===== src/mda_pkg.sv =====
// ----------------------------------------------------------------------------
// mda_pkg: shared types and constants of the multidimensional array store
// Rank, register map, access status codes and the per-stage control struct.
// ----------------------------------------------------------------------------
package mda_pkg;

  localparam int MAX_RANK        = 4;
  localparam int RANK_IDX_W      = $clog2(MAX_RANK);
  localparam int EXTENT_WIDTH    = 13;
  localparam int CFG_REG_COUNT   = 2 * MAX_RANK;
  localparam int CFG_INDEX_WIDTH = $clog2(CFG_REG_COUNT);

  // register map: extents first, lower bounds after them
  localparam int CFG_EXTENT_BASE = 0;
  localparam int CFG_BOUND_BASE  = MAX_RANK;

  localparam int DEF_MEM_DEPTH   = 4096;
  localparam int DEF_ELEM_WIDTH  = 32;
  localparam int DEF_INDEX_WIDTH = 16;

  typedef enum logic [1:0] {
    ST_OK    = 2'd0,
    ST_RANGE = 2'd1,
    ST_SIZE  = 2'd2
  } status_t;

  typedef enum logic {
    CMD_READ  = 1'b0,
    CMD_WRITE = 1'b1
  } command_t;

  typedef struct packed {
    logic    valid;
    logic    write;
    status_t status;
  } acc_ctl_t;

  typedef struct packed {
    logic busy;
    logic size_fits;
  } cfg_state_t;

endpackage


===== src/mda_addr.sv =====
// ----------------------------------------------------------------------------
// mda_addr: bounds check and offset generation
// Stage A registers the request; stage B registers the access status and the
// per-dimension products. The offset is the sum of the stage B products.
// ----------------------------------------------------------------------------
module mda_addr #(
  parameter int MEM_DEPTH   = mda_pkg::DEF_MEM_DEPTH,
  parameter int ELEM_WIDTH  = mda_pkg::DEF_ELEM_WIDTH,
  parameter int INDEX_WIDTH = mda_pkg::DEF_INDEX_WIDTH,
  parameter int SW          = $clog2(MEM_DEPTH + 2),
  parameter int OW          = $clog2(MEM_DEPTH)
) (
  input  logic                                                   clk,
  input  logic                                                   rst,
  input  logic                                                   en,
  input  logic                                                   take,
  input  logic                                                   command,
  input  logic [mda_pkg::MAX_RANK-1:0][INDEX_WIDTH-1:0]           index,
  input  logic [ELEM_WIDTH-1:0]                                  write_data,
  input  logic [mda_pkg::MAX_RANK-1:0][mda_pkg::EXTENT_WIDTH-1:0] extent,
  input  logic [mda_pkg::MAX_RANK-1:0][INDEX_WIDTH-1:0]           lower_bound,
  input  logic [mda_pkg::MAX_RANK-1:0][SW-1:0]                    stride,
  input  logic                                                   size_fits,
  output mda_pkg::acc_ctl_t                                      b_ctl,
  output logic [OW-1:0]                                          b_offset,
  output logic [ELEM_WIDTH-1:0]                                  b_wdata
);

  localparam int RANK = mda_pkg::MAX_RANK;
  localparam int EW   = mda_pkg::EXTENT_WIDTH;
  localparam int IW   = INDEX_WIDTH;
  localparam int HW   = ((IW > EW) ? IW : EW) + 1;

  logic                           a_valid;
  logic                           a_cmd;
  logic [RANK-1:0][IW-1:0]        a_idx;
  logic [ELEM_WIDTH-1:0]          a_wdata;

  logic [RANK-1:0]                in_dim;
  logic [RANK-1:0][OW-1:0]        part;
  mda_pkg::status_t               a_status;

  logic [RANK-1:0][OW-1:0]        b_part;

  always_comb begin
    logic [HW-1:0]    upper;
    logic [IW-1:0]    diff;
    logic [IW+SW-1:0] full;
    for (int d = 0; d < RANK; d++) begin
      upper     = HW'(lower_bound[d]) + HW'(extent[d]);
      diff      = a_idx[d] - lower_bound[d];
      full      = {{SW{1'b0}}, diff} * {{IW{1'b0}}, stride[d]};
      in_dim[d] = (a_idx[d] >= lower_bound[d]) && (HW'(a_idx[d]) < upper);
      // in range, each product stays below the depth; keep the low bits
      part[d]   = full[OW-1:0];
    end
  end

  always_comb begin
    priority if (!size_fits) begin
      a_status = mda_pkg::ST_SIZE;
    end else if (!(&in_dim)) begin
      a_status = mda_pkg::ST_RANGE;
    end else begin
      a_status = mda_pkg::ST_OK;
    end
  end

  always_ff @(posedge clk) begin
    if (rst) begin
      a_valid <= 1'b0;
    end else if (en) begin
      a_valid <= take;
    end
  end

  always_ff @(posedge clk) begin
    if (en && take) begin
      a_cmd   <= command;
      a_idx   <= index;
      a_wdata <= write_data;
    end
  end

  always_ff @(posedge clk) begin
    if (rst) begin
      b_ctl.valid <= 1'b0;
    end else if (en) begin
      b_ctl.valid <= a_valid;
    end
    if (en) begin
      b_ctl.write  <= a_cmd == mda_pkg::CMD_WRITE;
      b_ctl.status <= a_status;
      b_part       <= part;
      b_wdata      <= a_wdata;
    end
  end

  always_comb begin
    b_offset = '0;
    for (int d = 0; d < RANK; d++) begin
      b_offset = b_offset + b_part[d];
    end
  end

  a_offset_in_store: assert property (@(posedge clk) disable iff (rst)
    b_ctl.valid && b_ctl.status == mda_pkg::ST_OK |-> {1'b0, b_offset} < (OW + 1)'(MEM_DEPTH))
    else $error("offset of an in-range access lies outside the store");

endmodule


===== config.mk =====
export PLATFORM = sky130hd
export DESIGN_NAME = mda_addr
export DESIGN_NICKNAME = d
export VERILOG_FILES = /design/src/mda_pkg.sv /design/src/mda_addr.sv
export SDC_FILE = /design/constraint.sdc
export NUM_CORES = 1
export LEC_CHECK = 0
export ABC_AREA = 1
export ABC_CLOCK_PERIOD_IN_PS = 5600
export BUFFER_PORTS_ARGS = -buffer_cell sky130_fd_sc_hd__buf_2
export CORE_MARGIN = 2
export CORE_UTILIZATION = 35
export CTS_CLUSTER_SIZE = 25
export DETAILED_ROUTE_END_ITERATION = 12
export SYNTH_ARGS = -nofsm -noshare
export SYNTH_HDL_FRONTEND = slang
export SYNTH_SLANG_ARGS = --single-unit

===== constraint.sdc =====
create_clock -name clk -period 5.6 [get_ports clk]
set_clock_uncertainty 0.05 [all_clocks]
set_input_delay 0.56 -clock clk [delete_from_list [all_inputs] [get_ports clk]]
set_output_delay 0.56 -clock clk [all_outputs]
set_load 0.03 [all_outputs]

=== Word level (Yosys, flattened, before mapping) ===
Index checks and enable logic that the tools add are counted.
Widths: inputs -> output; s select.

* Bits of input ports: 270
* Output and inout bits: 48
* Register bits after elaboration: 182
* Word-level logic and storage cells: 45

* Add/sub/neg operators: 11
* Multiply operators: 4
* Mux-type cells: 1
* Reductions and logical operators: 6
* Order comparisons: 8

{| class="wikitable"
|+ Operators by type and width
! operator !! number
|-
| $add 16x13->17 || 4
|-
| $lt 16x17->1 || 4
|-
| $ge 16x16->1 || 4
|-
| $mul 16x13->12 || 4
|-
| $sub 16x16->16 || 4
|-
| $add 12x12->12 || 3
|-
| $logic_and 1x1->1 || 5
|-
| $reduce_and 4->1 || 1
|-
| $mux 1 || 1
|}

=== Logic depth before layout (Yosys ltp) ===
Gate-level depths: netlist of the first run.

* Depth after elaboration: 5
* Gate-level depth with buffers: 37
* Depth with buffers taken out: 37

=== Worst setup path after synthesis of the first run ===
Ideal clock, no wire load.

* Path type: in2reg
* Start: input port lower_bound[32] (netlist bit)
* End: register b_part[35] (netlist bit) (data pin)
* Buffers on the path: 0
* Library setup time: 249 ps
* Arrival: 5845 ps
* Slack: -545 ps
* Data required time: 5301 ps
* Stages on the path: 34
* Cells stage by stage: ha_1 fa_1 o21ai_2 nand2_1 nand2_1 xor2_2 nand2_1 fa_1 inv_1 fa_1 inv_1 fa_1 inv_1 fa_1 inv_1 fa_1 inv_1 ha_1 nand2_1 a21oi_1 a211oi_1 nand2_1 o21ai_0 nand2_1 inv_1 nand2_1 nand2_1 nand2_1 nand2_1 nand2_1 nand2_1 nand2_1 nand2_1 inv_1

{| class="wikitable"
|+ RTL lines
! what !! RTL line !! RTL
|-
| start: declaration || mda_addr.sv:21 || <nowiki>input logic [mda_pkg::MAX_RANK-1:0][INDEX_WIDTH-1:0] lower_bound,</nowiki>
|-
| end signal: assignment || mda_addr.sv:94 || <nowiki>b_part <= part;</nowiki>
|-
| end: declaration || mda_addr.sv:43 || <nowiki>logic [RANK-1:0][OW-1:0] b_part;</nowiki>
|}

==> run metrics, run 1 <==
DRC=0; TritonCTS clock tree=done; H-tree depth=4; Slew headroom=43.1%; hold buffers post-CTS=0; Die ar.=65400 um2; Synth Area per Inst=8.23 um2; router iterations before antenna repair=5; largest net degree at the start of global routing=66; routability cong.=0.886; Worst setup SP type=flop; CP Max Fanout=3; dominant cells by area after synthesis=edfxtp_1 (24%), ha_1 (17%), fa_1 (17%), nand2_1 (10%), inv_1 (10%); fin util=44.6%; Ys Warns=0; initial core utilization=35.3%; vias=19000; R2R Setup Slk=-140 ps; Worst path slowest cell=fa_1; final worst setup slack=-137 ps; Tot Pwr=16.2 mW; Worst-path clk slew=90 ps; failing checks=negative setup slack; layout cell share with drive strength beyond 1=23.0%; nets=4027; ys flop type=edfxtp_1; Pwr per Cell Area=576 nW/um2; cell leakage power=14.5 nW; PortBufs=313; antenna-violating nets left=0; post-synth top area cell=edfxtp_1; GRT overflow=0; HP Class=in -> reg; Buf/Inv on CP=10; largest family of logic cells by synthesized area=adder cells; post-synthesis cell area=22200 um2; Wirelength per Cell=13.9 um; row cnt=92; Worst path max stage delay=490 ps; num ports=318; Req. time, crit path=5800 ps; Final Hold Fails=0; Most common cell on crit path=nand2_1; CP Capture Type=flop; CP arrival=5940 ps; Syn Nets=3454; #FFs+latches synth=182; Slew Limit Fails=0; initial antenna violation count=16; slew at the pin closest to its max-slew limit=853 ps; VDD IR-drop max=0.654 mV; status=finished, violations left; via/cell ratio=4.60; Async SR Flop Fraction=0%; fin crit share=102%; area growth from synthesis to layout=26.5%; CTS buffer count=17; Max Clk Rate=0.174 GHz; clock net sink count=182; worst setup path category=reg -> reg; first-pass GRT wire length=93.3 mm; Routed WL=57.4 mm; vias in the first global route=19000; setup TNS=-210 ps; Post-Synth Adder-Cell Area=33.9%; Final Hold Slack=185 ps; Clock Latency Late Sink=480 ps; Synth Area in XOR/XNOR=5.31%; Synth top area share=24.4%; Final setup viols=2; Post-Synth Simple-Gate Area=19.0%; Top delay family on crit path=adder cells; Post-synth EDFFs=180; Fillers=6286; core region area=62900 um2; RSZ-0062 raised after global routing=yes; dpl ws=-550 ps; DRT iter0 DRCs=884; Die Height=256 um; Synth Area in Compound Gates=6.70%; sequential share of the synthesized area=24.5%; max cap viols=0; detailed placement HPWL=49.1 mm; total track usage=17.7%; mux cell area share after synthesis=0%; post-layout min period=5740 ps; Die W=256 um; Netlist cell types=40; clk buf depth=2; root buffer cell=clkbuf_16; cell count after synthesis=2695
[through the flow]
step,cells,cell area (um2)
after global placement,4073,26800
after CTS,4115,27600
final,4134,28100
after global routing,4134,28100
after floorplan,2695,22400
after detailed placement,4073,26800
[state kept, by name (all words and copies together), names as in the netlist]
name,cells
a_cmd,1
a_idx,64
a_valid,1
a_wdata,32
b_ctl,4
b_part,48
b_wdata,32
[per-layer routing]
layer | global-route usage (%) | up-vias | routed length (um)
met4 | 4.79 | 18 | 865
met2 | 30.9 | 284 | 28100
met1 | 22.8 | 8893 | 26400
li1 | - | 9750 | -
met5 | 0 | - | 86
met3 | 2.75 | 68 | 1920
[final cells by class]
type	instances	area (um2)	share of cell area, %
sequential	182	5450	19.4
inverter	595	2240	7.97
timing repair buffer	580	3580	12.8
clock buffer	17	425	1.52
tap	846	1060	3.77
antenna	7	17.5	0.0624
multi-input combinational	1892	15100	53.7
clock inverter	15	220	0.785
[cell families (layout without fill, tap and decap cells)]
| logic type | count (synthesis) | after routing |
|---|---|---|
| AOI/OAI and AO/OA | 264 | 264 |
| xor gates and xnor gates | 126 | 126 |
| adders and majority gates | 489 | 489 |
| buffers and inverters | 621 | 1207 |
| DFF | 182 | 182 |
| other | 0 | 7 |
| and+or+nand+nor | 1013 | 1013 |
[cells in the final DEF, fill, tap and decap left out, drive strengths merged, types with 2 or more instances in the layout]
cell type,count
o31ai,4
nor3,24
a2111oi,3
o21ai,53
o21bai,13
nor2,163
nand4,30
a31oi,4
clkinv,7
dfxtp,2
and2,3
o2111ai,3
nor4,3
o211ai,10
clkbuf,17
buf,580
nand2,616
xnor2,42
o221ai,5
nand3b,14
a211oi,7
fa,186
edfxtp,180
diode,7
a21oi,155
inv,603
ha,303
nand3,159
a21o,6
xor2,83
[Yosys cell counts (2+ instances only)]
master     count
nand2_1      605
inv_1        589
ha_1         303
fa_1         186
edfxtp_1     180
nor2_1       163
nand3_1      158
a21oi_1      154
xor2_1        76
o21ai_0       50
xnor2_1       41
nand4_1       30
nor3_1        24
clkbuf_1      22
nand3b_1      13
o21bai_1      13
nand2_2       11
o211ai_1      10
a211oi_1       7
xor2_2         7
a21o_1         6
o221ai_1       5
a31oi_1        4
buf_2          4
inv_2          4
o31ai_1        4
a2111oi_0      3
and2_1         3
nor4_1         3
o2111ai_1      3
o21ai_2        3
clkinv_1       2
dfxtp_1        2
[path summary, 6_finish.rpt]
kind | cells after the start | start | endpoint
setup / recovery | 34 | a_idx[33] | b_part[35]
hold / removal | 2 | rst | b_ctl[3]
setup reg to reg | 34 | a_idx[33] | b_part[35]
hold reg to reg | 0 | a_wdata[23] | b_wdata[23]
[power breakdown]
part / switching [mW] / internal, mW / leakage (nW)
Clock: 0.719 / 0.632 / 0.310
Sequential: 0.141 / 2.04 / 1.74
Combinational: 7.20 / 5.44 / 12.5
[timing repair]
item,CTS,global route
cloned,0,0
setup buffers,10,12
endpoints found under the setup margin,4,7
pin swaps,40,59
gates resized for setup,22,72
No activity file was read; power rests on OpenSTA's default activity.
==> inputs of run 2 (changes only) <==
--- a/config.mk
+++ b/config.mk
@@ -12,6 +12,7 @@
 export CORE_UTILIZATION = 35
 export CTS_CLUSTER_SIZE = 25
 export DETAILED_ROUTE_END_ITERATION = 12
+export SKIP_LAST_GASP = 1
 export SYNTH_ARGS = -nofsm -noshare
 export SYNTH_HDL_FRONTEND = slang
 export SYNTH_SLANG_ARGS = --single-unit
==> run metrics, run 2 (synthesis results as in run 1) <==
status=finished, violations left; failing checks=negative setup slack; core region area=62900 um2; num ports=318; Worst path slowest cell=fa_1; slew at the pin closest to its max-slew limit=852 ps; Worst setup SP type=flop; Slew headroom=43.2%; Die ar.=65400 um2; Die W=256 um; Final Hold Fails=0; post-layout min period=5740 ps; Final setup viols=2; cell leakage power=14.5 nW; CP Capture Type=flop; R2R Setup Slk=-140 ps; start point of the worst hold path=rst; fin crit share=103%; Slew Limit Fails=0; max cap viols=0; Worst path max stage delay=490 ps; Clock Latency Late Sink=480 ps; Most common cell on crit path=nand2_1; vias=19000; nets=4027; final worst setup slack=-144 ps; dpl ws=-550 ps; CP arrival=5940 ps; commonest non-fill, non-tap cell in the layout=nand2_1; RSZ-0062 raised after global routing=yes; Metal-1 WL=26.4 mm; worst r2r dst=b_part[35]; Worst Hold End=b_ctl[3]; routability cong.=0.886; Max Clk Rate=0.174 GHz; met2 routed WL=28.1 mm; CP Max Fanout=3; total track usage=17.7%; top sig layer=met5; Min-Delay Path Depth=2; DRT iter0 DRCs=867; Die Height=256 um; clock net sink count=182; vias in the first global route=19000; area growth from synthesis to layout=26.5%; first-pass GRT wire length=93.3 mm; layout cell share with drive strength beyond 1=23.0%; Largest register FFs=64; HP Class=in -> reg; PortBufs=313; DRC=0; Req. time, crit path=5800 ps; Routed WL=57.4 mm; DR WL met3=1.92 mm; setup TNS=-213 ps; largest registers=a_idx (64), b_part (48); CTS buffer count=17; worst setup path category=reg -> reg; Wirelength per Cell=13.9 um; H-tree depth=4; initial core utilization=35.3%; root buffer cell=clkbuf_16; Pwr per Cell Area=576 nW/um2; Top delay family on crit path=adder cells; Worst-path clk slew=90 ps; detailed placement HPWL=49.1 mm; router iterations before antenna repair=5; TritonCTS clock tree=done; largest net degree at the start of global routing=66; R2R depth=34; reg-to-reg startpoint=a_idx[33]; initial antenna violation count=16; GRT overflow=0; via/cell ratio=4.60; antenna-violating nets left=0; most frequent cells in the layout=nand2_1 (577), inv_1 (573), buf_2 (312); VDD IR-drop max=0.654 mV; row cnt=92; clk buf depth=2; Most flops, register=a_idx; Buf/Inv on CP=9
## run 2: worst max-delay path by stage
stage | to | slack [ps] | from | depth (start not counted)
floorplan | b_part[35] | -260 | lower_bound[32] | 34
global placement | b_part[35] | -510 | lower_bound[32] | 35
detailed placement | b_part[35] | -550 | lower_bound[32] | 31
CTS | b_part[35] | -100 | a_idx[33] | 34
global route | b_part[35] | -410 | a_idx[34] | 32
finish | b_part[35] | -140 | a_idx[33] | 34
## run 2: final cells by class
| cell class | instances | area (um2) |
|---|---|---|
| antenna | 7 | 17.5 |
| multi-input combinational | 1892 | 15100 |
| tap | 846 | 1060 |
| clock inverter | 15 | 220 |
| timing repair buffer | 580 | 3580 |
| inverter | 595 | 2240 |
| sequential | 182 | 5450 |
| clock buffer | 17 | 425 |
| fill | 6285 | 34800 |
## run 2: metal layers
metal	global-route usage (%)	vias to the layer above
met5	0	-
met4	4.79	18
li1	-	9748
met1	22.8	8875
met2	30.9	290
met3	2.75	68
## run 2: stage by stage
step | cell area (um2) | hold slack [ps] | cells | utilization, % | power (mW)
after global routing | 28100 | 160 | 4134 | 44.6 | 18.0
after detailed placement | 26800 | 355 | 4073 | 42.6 | 14.7
after floorplan | 22400 | 350 | 2695 | - | 10.4
after CTS | 27600 | 142 | 4115 | 43.9 | 16.2
final | 28100 | 185 | 4134 | 44.6 | 16.2
after global placement | 26800 | 350 | 4073 | 42.6 | 14.5
## run 2: where the power goes
| part | switching (mW) | total [mW] | internal (mW) | leakage (nW) |
|---|---|---|---|---|
| combinational | 7.20 | 12.6 | 5.43 | 12.5 |
| sequential | 0.141 | 2.18 | 2.04 | 1.74 |
| clock | 0.718 | 1.35 | 0.632 | 0.310 |
## run 2: worst reg2reg max path: cells and delay by family, from the launching register on
kind                       cells  cell delay (ps)
adders and majority gates      7             3040
and+or+nand+nor               15             1100
buffers and inverters          9              490
DFF                            1              430
AOI/OAI and AO/OA              2              230
xor gates and xnor gates       1              180
## run 2: what timing repair did
| item | CTS | global route |
|---|---|---|
| resized for setup | 22 | 69 |
| pin swaps | 39 | 59 |
| buffers inserted | 10 | 12 |
| hold buffers | 0 | 0 |
| setup endpoints to repair | 4 | 7 |
