<file path="src/mda_pkg.sv">
// ----------------------------------------------------------------------------
// mda_pkg: shared types and constants of the multidimensional array store
// Rank, register map, access status codes and the per-stage control struct.
// ----------------------------------------------------------------------------
package mda_pkg;

  localparam int MAX_RANK        = 4;
  localparam int RANK_IDX_W      = $clog2(MAX_RANK);
  localparam int EXTENT_WIDTH    = 13;
  localparam int CFG_REG_COUNT   = 2 * MAX_RANK;
  localparam int CFG_INDEX_WIDTH = $clog2(CFG_REG_COUNT);

  // register map: extents first, lower bounds after them
  localparam int CFG_EXTENT_BASE = 0;
  localparam int CFG_BOUND_BASE  = MAX_RANK;

  localparam int DEF_MEM_DEPTH   = 4096;
  localparam int DEF_ELEM_WIDTH  = 32;
  localparam int DEF_INDEX_WIDTH = 16;

  typedef enum logic [1:0] {
    ST_OK    = 2'd0,
    ST_RANGE = 2'd1,
    ST_SIZE  = 2'd2
  } status_t;

  typedef enum logic {
    CMD_READ  = 1'b0,
    CMD_WRITE = 1'b1
  } command_t;

  typedef struct packed {
    logic    valid;
    logic    write;
    status_t status;
  } acc_ctl_t;

  typedef struct packed {
    logic busy;
    logic size_fits;
  } cfg_state_t;

endpackage

</file>
<file path="src/mda_cfg.sv">
// ----------------------------------------------------------------------------
// mda_cfg: configuration registers and stride sequencer
// Holds extents and lower bounds; after a write, walks the dimensions from
// the innermost out, one multiply per cycle, to rebuild strides and size_fits.
// ----------------------------------------------------------------------------
module mda_cfg #(
  parameter int MEM_DEPTH   = mda_pkg::DEF_MEM_DEPTH,
  parameter int INDEX_WIDTH = mda_pkg::DEF_INDEX_WIDTH,
  parameter int CFG_WIDTH   = INDEX_WIDTH,
  parameter int SW          = $clog2(MEM_DEPTH + 2)
) (
  input  logic                                   clk,
  input  logic                                   rst,
  input  logic                                   cfg_we,
  input  logic [mda_pkg::CFG_INDEX_WIDTH-1:0]    cfg_index,
  input  logic [CFG_WIDTH-1:0]                   cfg_data,
  output logic [mda_pkg::MAX_RANK-1:0][mda_pkg::EXTENT_WIDTH-1:0] extent,
  output logic [mda_pkg::MAX_RANK-1:0][INDEX_WIDTH-1:0]           lower_bound,
  output logic [mda_pkg::MAX_RANK-1:0][SW-1:0]                    stride,
  output mda_pkg::cfg_state_t                    cfg_state
);

  localparam int EW = mda_pkg::EXTENT_WIDTH;
  localparam int RW = mda_pkg::RANK_IDX_W;
  localparam int CW = mda_pkg::CFG_INDEX_WIDTH;
  localparam int PW = SW + EW;
  localparam logic [SW-1:0] SAT_PROD = SW'(MEM_DEPTH + 1);

  logic          busy;
  logic          size_fits;
  logic [RW-1:0] dim;
  logic [SW-1:0] prod;
  logic [PW-1:0] prod_full;
  logic [SW-1:0] prod_next;
  logic          reg_hit;
  logic          is_extent;
  logic [CW-1:0] bound_pos;

  assign reg_hit   = cfg_we && ({1'b0, cfg_index} < (CW + 1)'(mda_pkg::CFG_REG_COUNT));
  assign is_extent = cfg_index < CW'(mda_pkg::CFG_BOUND_BASE);
  assign bound_pos = cfg_index - CW'(mda_pkg::CFG_BOUND_BASE);

  assign prod_full = {{EW{1'b0}}, prod} * {{SW{1'b0}}, extent[dim]};
  // saturate once the product is already too large for the store
  assign prod_next = (prod_full > PW'(MEM_DEPTH)) ? SAT_PROD : prod_full[SW-1:0];

  always_ff @(posedge clk) begin
    if (rst) begin
      for (int d = 0; d < mda_pkg::MAX_RANK; d++) begin
        extent[d]      <= EW'(1);
        lower_bound[d] <= '0;
        stride[d]      <= SW'(1);
      end
      busy      <= 1'b0;
      size_fits <= 1'b1;
      dim       <= '0;
      prod      <= SW'(1);
    end else if (reg_hit) begin
      if (is_extent) begin
        extent[cfg_index[RW-1:0]] <= cfg_data[EW-1:0];
      end else begin
        lower_bound[bound_pos[RW-1:0]] <= cfg_data[INDEX_WIDTH-1:0];
      end
      // restart the stride walk from the innermost dimension
      busy <= 1'b1;
      dim  <= RW'(mda_pkg::MAX_RANK - 1);
      prod <= SW'(1);
    end else if (busy) begin
      stride[dim] <= prod;
      prod        <= prod_next;
      dim         <= dim - RW'(1);
      if (dim == '0) begin
        busy      <= 1'b0;
        size_fits <= prod_next <= SW'(MEM_DEPTH);
      end
    end
  end

  assign cfg_state.busy      = busy;
  assign cfg_state.size_fits = size_fits;

  a_write_starts_walk: assert property (@(posedge clk) disable iff (rst)
    reg_hit |=> busy && dim == RW'(mda_pkg::MAX_RANK - 1))
    else $error("stride walk did not restart after a register write");

  a_walk_ends: assert property (@(posedge clk) disable iff (rst)
    busy && !reg_hit && dim == '0 |=> !busy)
    else $error("stride walk ran past the outermost dimension");

endmodule

</file>
<file path="config.mk">
export PLATFORM = sky130hd
export DESIGN_NAME = mda_cfg
export DESIGN_NICKNAME = d
export VERILOG_FILES = /design/src/mda_pkg.sv /design/src/mda_cfg.sv
export SDC_FILE = /design/constraint.sdc
export NUM_CORES = 1
export LEC_CHECK = 0
export BUFFER_PORTS_ARGS = -buffer_cell sky130_fd_sc_hd__buf_2
export CORE_MARGIN = 2
export CORE_UTILIZATION = 30
export CTS_BUF_LIST = sky130_fd_sc_hd__clkbuf_4 sky130_fd_sc_hd__clkbuf_8
export CTS_CLUSTER_SIZE = 8
export DETAILED_ROUTE_END_ITERATION = 7
export SLEW_MARGIN = 30
export SYNTH_ARGS = -nofsm -noshare
export SYNTH_HDL_FRONTEND = slang
export SYNTH_SLANG_ARGS = --single-unit
</file>
<file path="constraint.sdc">
create_clock -name clk -period 10.5 [get_ports clk]
set_input_delay 2.1 -clock clk [delete_from_list [all_inputs] [get_ports clk]]
set_output_delay 2.1 -clock clk [all_outputs]
set_load 0.03 [all_outputs]
</file>
# --- Word level (Yosys, flattened, before mapping) ---
# Cells that the tools add are included.
op_classes:
  add_sub_neg: 2
  n_mul: 1
  reduce_logical: 10
  n_mux: 17
  bitwise_logic: 2
  magnitude_cmp: 9
ops:
  columns: ["op", "n"]
  rows:
  - ["52-bit bitwise mux", 2]
  - ["64-bit bitwise mux", 1]
  - ["13-bit demux with 2-bit select", 2]
  - ["13-bit two-way mux", 4]
  - ["16-bit demux with 2-bit select", 1]
  - ["13-bit binary-select mux with 2-bit select", 1]
  - ["26-bit by 13-bit > comparator with 1-bit output, second input constant", 1]
  - ["13-bit by 13-bit multiplier with 26-bit output", 1]
  - ["16-bit two-way mux", 1]
  - ["13-bit less-or-equal comparator, second input constant", 1]
  - ["2-bit by 3-bit < comparator with 1-bit output, second input constant", 3]
  - ["2-bit by 1-bit >= comparator with 1-bit output, second input constant", 3]
  - ["2-bit AND reduction", 3]
  - ["2-bit two-way mux", 2]
  - ["2-bit by 1-bit subtractor with 2-bit output, second input constant", 2]
  - ["1-bit logical AND", 3]
  - ["3-bit < comparator, second input constant", 1]
  - ["1-bit two-way mux", 3]
  - ["3-bit AND reduction", 1]
  - ["2-bit logical NOT", 1]
  - ["1-bit inverter", 2]
  - ["2-bit nonzero test", 1]
  - ["2-bit OR reduction", 1]
word_totals:
  in_bits: 22
  register_bits: 185
  wordCells: 57
  out_inout_bits: 170

# --- Depth between registers and ports, before layout ---
# Gate-level depths: netlist (run 1).
depth:
  word_depth: 6
  depth_mapped: 26
  depth_no_buf: 21

# --- Least setup slack after synthesis (run 1) ---
# No wires, ideal clock.
synth_timing:
  path_kind: "register to register"
  start: "reg dim[0]"
  end: "reg prod[0]"
  t_required_ps: 10376
  n_path_buf: 4
  setup_slack_ps: 3190
  period_less_slack_ps: 7310
  stages_incl_launch_ff: 22
  arrival_time_ps: 7186
  setup_time_ps: 124
  path_cell_list: "dfxtp_1 clkbuf_1 buf_1 mux4_2 clkbuf_1 and2_1 fa_1 fa_1 fa_1 fa_1 inv_1 fa_1 inv_1 ha_1 clkbuf_1 a21oi_1 nand2_1 a221oi_1 nand2_1 a2111oi_1 nand4_1 a2111o_1"
synth_via:
  elab_chain_len: 5
synth_rtl:
  columns: ["element", "line_no", "source"]
  rows:
  - ["start, declared", "mda_cfg.sv:31", "logic [RW-1:0] dim;"]
  - ["start signal, assigned", "mda_cfg.sv:66", "dim <= RW'(mda_pkg::MAX_RANK - 1);"]
  - ["start signal, assigned", "mda_cfg.sv:71", "dim <= dim - RW'(1);"]
  - ["13-bit binary-select mux with 2-bit select (*)", "mda_cfg.sv:43", "assign prod_full = {{EW{1'b0}}, prod} * {{SW{1'b0}}, extent[dim]};"]
  - ["13-bit two-way mux (implied by the code) (*)", "mda_cfg.sv:43", null]
  - ["13-bit by 13-bit multiplier with 26-bit output (*)", "mda_cfg.sv:43", null]
  - ["26-bit by 13-bit > comparator with 1-bit output", "mda_cfg.sv:45", "assign prod_next = (prod_full > PW'(MEM_DEPTH)) ? SAT_PROD : prod_full[SW-1:0];"]
  - ["13-bit two-way mux (*)", "mda_cfg.sv:45", null]
  - ["end signal, assigned", "mda_cfg.sv:70", "prod <= prod_next;"]
  - ["end, declared", "mda_cfg.sv:32", "logic [SW-1:0] prod;"]
# Every way passes the cells marked *; elsewhere a longest branch is shown, timed or not. The select of a mux whose other input is x is not followed.
# A chain may end at the register's enable or synchronous reset.

# --- Final worst setup path (run 1) ---
layout_timing:
  start: "reg dim[1]"
  end: "reg prod[0]"
# The elaborated chain is that of the path after synthesis.

==> results of run 1 <==
## path summary, 6_finish.rpt
path,start,to,cells after the start
worst min register to register,stride[44],stride[44],2
worst min-delay path,stride[44],stride[44],2
worst max-delay path,dim[1],prod[0],17
worst max register to register,dim[1],prod[0],17
## sequential cells by signal, indices dropped and copies added, names as in the netlist
register,count
dim,2
extent,52
stride,52
prod,13
busy,1
size_fits,1
lower_bound,64
## cells by family after synthesis
kind of cell | after synthesis | share of synthesized area [%]
XOR/XNOR | 13 | 0.880
AND/OR/NAND/NOR | 654 | 21.9
buffers and inverters | 298 | 9.07
AO/OA/AOI/OAI | 259 | 11.0
multiplexers | 17 | 2.58
flip-flops | 185 | 28.6
adder cells (fa/ha/maj) | 196 | 26.0
## cell usage in the layout, fill, tap and decap left out, drive strengths merged, types with 4 or more instances in the layout
| cell | n |
|---|---|
| nand2 | 473 |
| buf | 205 |
| inv | 194 |
| a21oi | 191 |
| dfxtp | 185 |
| fa | 121 |
| and2 | 86 |
| ha | 75 |
| nor2 | 33 |
| o21ai | 26 |
| clkbuf | 17 |
| nor3 | 14 |
| mux4 | 13 |
| nand3 | 10 |
| xnor2 | 9 |
| nand3b | 8 |
| nand4 | 7 |
| o211ai | 6 |
| nor2b | 5 |
| o21a | 5 |
| clkinv | 5 |
| nand2b | 4 |
| xor2 | 4 |
| a21o | 4 |
## metrics by stage
| stage | hold slack, ns | instance area [um^2] | utilization (%) |
|---|---|---|---|
| after global placement | 0.439 | 14200 | 33.2 |
| after CTS | 0.460 | 14600 | 34.2 |
| after detailed placement | 0.444 | 14200 | 33.2 |
| after floorplan | 0.440 | 12900 | - |
| final | 0.459 | 14700 | 34.3 |
| after global routing | 0.482 | 14700 | 34.3 |
## worst register-to-register path, cell delays in order, from the launching register on
cell	delay, ns
dfxtp_1	0.84
mux4_2	0.57
and2_1	0.24
fa_1	0.51
fa_1	0.52
fa_1	0.51
fa_1	0.54
inv_1	0.05
fa_1	0.53
inv_1	0.04
ha_1	0.42
a21oi_1	0.37
nand2_1	0.18
a221oi_1	0.41
nand2_1	0.12
a2111oi_1	0.59
nand4_1	0.58
a2111o_1	0.56
## layer usage
layer / vias to the layer above / GRT usage [%] / routed length, um
met5: - / 0 / 0
met4: 0 / 6.27 / 1210
met3: 59 / 4.79 / 2850
met2: 340 / 27.8 / 17700
met1: 5375 / 22.7 / 16900
li1: 5324 / - / -
## Yosys cell counts (2+ instances only)
master	number
ha_1	75
or4_1	3
a21boi_0	2
nand3b_1	8
a21oi_1	191
dfxtp_1	185
mux4_2	13
clkbuf_2	11
a211oi_1	2
o21ai_1	13
nand2_1	473
nand2b_1	4
o31ai_1	3
fa_1	121
and4_1	3
o21a_1	5
a41o_1	2
or3_1	2
nor2_1	33
a21o_1	4
o21ai_0	13
nand3_1	10
clkbuf_1	89
nor3_1	14
xor2_1	4
nor2b_1	5
xnor2_1	9
buf_4	11
inv_1	186
a211o_1	2
mux2i_1	3
a221oi_1	3
and3_1	2
o21bai_1	3
and2_1	86
nand4_1	7
o211ai_1	6
a31oi_1	2
## power groups by stage
stage          registers [mW]  logic [mW]  clock network (mW)
2_1_floorplan           0.756      0.0735                   0
3_3_place_gp            0.740       0.130                   0
4_1_cts                 0.725       0.132               0.513
3_5_place_dp            0.741       0.132                   0
6_report                0.725       0.134               0.500
5_1_grt                 0.727       0.146               0.540
## final cells by class
cell class                 count  area [um^2]  share of cell area, %
clock buffer                  17          234                   1.59
clock inverter                15          180                   1.23
inverter                     186          698                   4.76
multi-input combinational   1139         8090                   55.1
sequential                   185         3700                   25.2
tap                          546          683                   4.65
timing repair buffer         205         1080                   7.38
==> metrics.md, run 1 <==
| Metric | Value |
|---|---|
| Final Hold Viols | `0` |
| Crit path cell chain | `mux4_2, and2_1, fa_1, fa_1, fa_1, fa_1, inv_1, fa_1, inv_1, ha_1, a21oi_1, nand2_1, a221oi_1, nand2_1, a2111oi_1, nand4_1, a2111o_1` |
| Tightest Pin Transition | `1.03 ns` |
| CP arrival | `around 8.1 ns` |
| Worst IR Drop VDD | `around 0.000090 V` |
| DIE AREA | `approximately 45,000 um^2` |
| Final worst path period need | `7.68 ns` |
| Vias in the first global route | `around 11,000` |
| R2r setup slk | `~2.8 ns` |
| Clk slew on worst S/H paths | `~0.12 ns` |
| Total negative slack | `0 ns` |
| Max H-tree Level | `4` |
| CP bufs+invs | `2` |
| # fillers | `about 4,500` |
| Root Buffer | `clkbuf_8` |
| Yosys cell types | `52` |
| Hold Path Class | `flop to flop` |
| Final HPWL DP | `slightly below 30,000 um` |
| Crit path max fanout | `17` |
| Clock power frac | `approximately 37%` |
| First-pass GRT wire length | `slightly above 60,000 um` |
| Initial antenna violation count | `0` |
| CTS Buffer Depth | `2` |
| Synth top area share | `approximately 29%` |
| Initial Util | `between 30 and 40%` |
| TritonCTS Buffers | `17` |
| EDFF count, synth | `0` |
| GRT Util Overall | `roughly 17%` |
| Crit path max-delay cell type | `dfxtp_1` |
| Top cells by area, synth | `dfxtp_1 29%, fa_1 19%, nand2_1 14%, a21oi_1 7.4%, ha_1 7.3%` |
| Status | `complete, no violations` |
| Nets@finish | `1,952` |
| Crit end category | `flop` |
| Layout cells sized above 1 | `between 10% and 20%` |
| Post-synth top area cell | `dfxtp_1` |
| Clock Sink Count | `about 190` |
| GR Overflow Total | `0` |
| Post-Route WL | `around 39,000 um` |
| Switch Pwr | `a little over 400 uW` |
| PortBufs | `191` |
| Vias per cell | `4.84` |
| Share of power burned in registers | `between 50% and 60%` |
| RSZ-0062 raised after global routing | `no` |
| Post-CTS Hold Buffers | `0` |
| Most frequent CP cell | `fa_1` |
| Critical path class | `flop to flop` |
| Synthesized cell area | `around 13,000 um^2` |
| Final setup vio count | `0` |
| Iteration-0 DRC count of the detailed router | `about 630` |
| Final cell count without fillers | `between 2,000 and 2,500` |
| CP Launch Type | `flop` |
| Syn nets | `1,840` |
| YS warnings | `0` |
| Drt pass-1 iters | `5` |
| Area grow syn2layout | `13.4%` |
| Lkg Pwr | `roughly 6.7 nW` |
| F_max | `between 100 and 150 MHz` |
| Power, Total | `approximately 1.4 mW` |
| CP top delay family | `adder cells` |
| Max incr delay on CP | `around 0.84 ns` |
| Syn avg cell area | `around 8 um^2` |
| Async set-reset flop share out of synthesis | `0%` |
| CTS resizes | `0` |
| Post-route ant nets | `0` |
| Comb pwr share | `9.8%` |
| Final period util | `between 70% and 80%` |
| # rows | `76` |
| Ant. Diodes | `0` |
| Number of max-cap violations | `0` |
| Post-Place Cells | `2,260` |
| Seq/Total Area, Yosys | `between 20% and 30%` |
| Core area | `between 40,000 and 50,000 um^2` |
| Cells after Synth | `1,622` |
| Largest net degree at the start of global routing | `95` |
| Via count | `11,098` |
| Setup Skew | `roughly 0.027 ns` |
| CTS tree | `built` |
| Avg WL per Cell | `approximately 17 um` |
| IO Count | `around 190` |
| Final Wtd Congestion | `0.862` |
| Int Power | `roughly 950 uW` |
| # Post-CTS Setup Buffers | `0` |
| Worst-skew pair later-pin latency | `0.49 ns` |
| Max Slew Vio Count | `0` |
| Synth Register Bits | `around 190` |
| Worst Path Required | `~11 ns` |
| DRC Markers | `0` |
| Relative slew margins | `a little under a third` |
| Main synth FF type | `dfxtp_1` |
| Switch share | `between 20% and 30%` |
| Pwr Density | `around 90 nW/um^2` |
| Die W | `212 um` |
| Setup ws final | `2.82 ns` |
| Die Y | `~210 um` |
| Place WS | `~2.8 ns` |
Note: power is estimated with default switching activity, not from simulation.
==> run 2, diff against run 1 <==
==> constraint.sdc (replaced) <==
create_clock -name clk -period 6.32 [get_ports clk]
set_input_delay 1.264 -clock clk [delete_from_list [all_inputs] [get_ports clk]]
set_output_delay 1.264 -clock clk [all_outputs]
set_load 0.03 [all_outputs]
==> metrics.md, run 2 (synthesized netlist as in run 1, its figures left out) <==
| Metric | Value |
|---|---|
| Ant. Diodes | `0 (unchanged)` |
| Total negative slack | `-0.875 ns (-0.875 ns)` |
| Status | `complete, but fails checks` |
| Post-route ant nets | `0 (unchanged)` |
| Lkg Pwr | `7.56 nW (+13%)` |
| Final Wtd Congestion | `0.868 (+0.68%)` |
| Most frequent cells in the layout | `464 x nand2_1, 190 x buf_2, 185 x a21oi_1, 183 x dfxtp_1, 179 x inv_1` |
| CP arrival | `6.85 ns (-1.22 ns)` |
| Final HPWL DP | `31,200 um (+5.4%)` |
| Clock Sink Count | `185 (unchanged)` |
| Failing checks | `setup timing` |
| Setup Skew | `0.0221 ns (-0.00464 ns)` |
| Clk slew on worst S/H paths | `0.12 ns (about the same)` |
| GR Overflow Total | `0 (unchanged)` |
| Final worst path period need | `6.44 ns (-1.23 ns)` |
| Setup ws final | `-0.123 ns (-2.95 ns)` |
| Layout cells sized above 1 | `25.1% (+10 points)` |
| Core area | `42,800 um^2 (unchanged)` |
| TritonCTS Buffers | `17 (unchanged)` |
| Crit end category | `flop` |
| Number of max-cap violations | `0 (unchanged)` |
| Worst IR Drop VDD | `0.000148 V (+65%)` |
| Die W | `212 um (unchanged)` |
| Post-DP Area | `15,200 um^2 (+7.1%)` |
| Pwr Density | `143 nW/um^2 (+54%)` |
| Final period util | `102% (+29 points)` |
| Initial antenna violation count | `0 (unchanged)` |
| RSZ-0062 raised after global routing | `yes` |
| Worst-skew pair later-pin latency | `0.50 ns (about the same)` |
| DIE AREA | `44,800 um^2 (unchanged)` |
| Crit path max fanout | `8 (-9)` |
| F_max | `155 MHz (+19%)` |
| Hold Path Class | `flop to flop` |
| Design Area, Final | `16,200 um^2 (+10%)` |
| Critical path class | `flop to flop` |
| Max Slew Vio Count | `0 (unchanged)` |
| GRT Util Overall | `18.0% (+0.53 points)` |
| Util after Layout | `37.9% (+3.6 points)` |
| Worst Path Required | `6.73 ns (-4.16 ns)` |
| Die Y | `212 um (unchanged)` |
| Final Hold Viols | `0 (unchanged)` |
| Largest net degree at the start of global routing | `93 (-2.1%)` |
| CTS Buffer Depth | `2 (unchanged)` |
| Vias per cell | `4.77 (-1.4%)` |
| Initial Util | `30.2% (unchanged)` |
| Root Buffer | `clkbuf_8` |
| CTS tree | `built` |
| Place WS | `-0.221 ns (-3.03 ns)` |
| Largest register FFs | `64 (unchanged)` |
| CP Launch Type | `flop` |
| Post-Route WL | `39,900 um (+3.3%)` |
| Most flop-heavy register | `lower_bound` |
| Biggest regs | `lower_bound (64), extent (52), stride (52)` |
| Relative slew margins | `33.7% (+2.6 points)` |
| Drt pass-1 iters | `5 (unchanged)` |
| Nets@finish | `2,093 (+7.2%)` |
| Tightest Pin Transition | `0.994 ns (-0.0371 ns)` |
| Area grow syn2layout | `25.2%` |
| DRC Markers | `0 (unchanged)` |
| Via count | `11,615 (+4.7%)` |
| Max H-tree Level | `4 (unchanged)` |
| Avg WL per Cell | `16.4 um (-2.7%)` |
| Iteration-0 DRC count of the detailed router | `563 (-10%)` |
| Vias in the first global route | `11,997 (+8.0%)` |
| Commonest non-fill, non-tap cell in the layout | `nand2_1` |
| First-pass GRT wire length | `63,800 um (+3.6%)` |
| IO Count | `192 (unchanged)` |
| PortBufs | `191 (unchanged)` |
| Final setup vio count | `13 (+13)` |
| # rows | `76 (unchanged)` |
run 2: cell type report:
type                            instances  area, um^2
Tap cell                              546         683
Inverter                              186         698
Sequential cell                       185        3710
Multi-Input combinational cell       1139        8490
Clock buffer                           17         234
Timing Repair Buffer                  346        2190
Clock inverter                         15         198
Fill cell                            4421       26600
run 2: worst paths after layout:
path                            depth (start not counted)             from               to  slack, ns
worst max-delay path                                   25           dim[0]          prod[9]      -0.12
worst min-delay path                                    2  lower_bound[48]  lower_bound[48]       0.46
worst max register to register                         25           dim[0]          prod[9]      -0.12
worst min register to register                          2  lower_bound[48]  lower_bound[48]       0.46
run 2: worst max-delay path, stage by stage (launching register included):
cell and delay [ns]:
dfxtp_4 0.39, buf_12 0.15, mux4_2 0.44, buf_6 0.14
nand2_2 0.06, fa_1 0.53, inv_2 0.04, fa_1 0.53
inv_2 0.05, fa_1 0.53, inv_1 0.05, fa_1 0.47
inv_1 0.05, fa_1 0.49, inv_2 0.05, ha_4 0.23
a211oi_4 0.25, o21bai_1 0.13, a21o_1 0.19, or4_1 0.48
and4_4 0.17, nor4_4 0.30, nand4_1 0.16, buf_4 0.18
buf_6 0.13, o31ai_2 0.18
run 2: per-layer routing:
metal / wire length [um] / part of all wire, % / vias to the layer above / global-route usage [%]
met3: 2300 / 5.8 / 59 / 4.24
met2: 19400 / 49 / 282 / 30.8
met1: 17300 / 43 / 5665 / 22.6
met5: 0 / 0 / - / 0
li1: - / - / 5609 / -
met4: 807 / 2.0 / 0 / 5.22
run 2: per-stage QoR:
stage	power (mW)	hold WS [ns]	cells
3_5_place_dp	1.47	0.445	2380
2_1_floorplan	1.38	0.440	1622
4_1_cts	2.32	0.462	2429
5_1_grt	2.39	0.477	2434
6_report	2.31	0.460	2434
3_3_place_gp	1.47	0.441	2380
run 2: power by group:
group | switching (mW) | internal, mW | leakage [nW]
Clock | 0.513 | 0.341 | 0.215
Sequential | 0.0165 | 1.18 | 1.50
Combinational | 0.174 | 0.0859 | 5.85
run 2: repair_timing:
action                     CTS  global route
hold endpoints to repair     0             0
hold buffers                 0             0
pin swaps                   21            17
setup buffers               16             5
cloned                       1             0
resized for setup           71            20
setup endpoints to repair   14            14
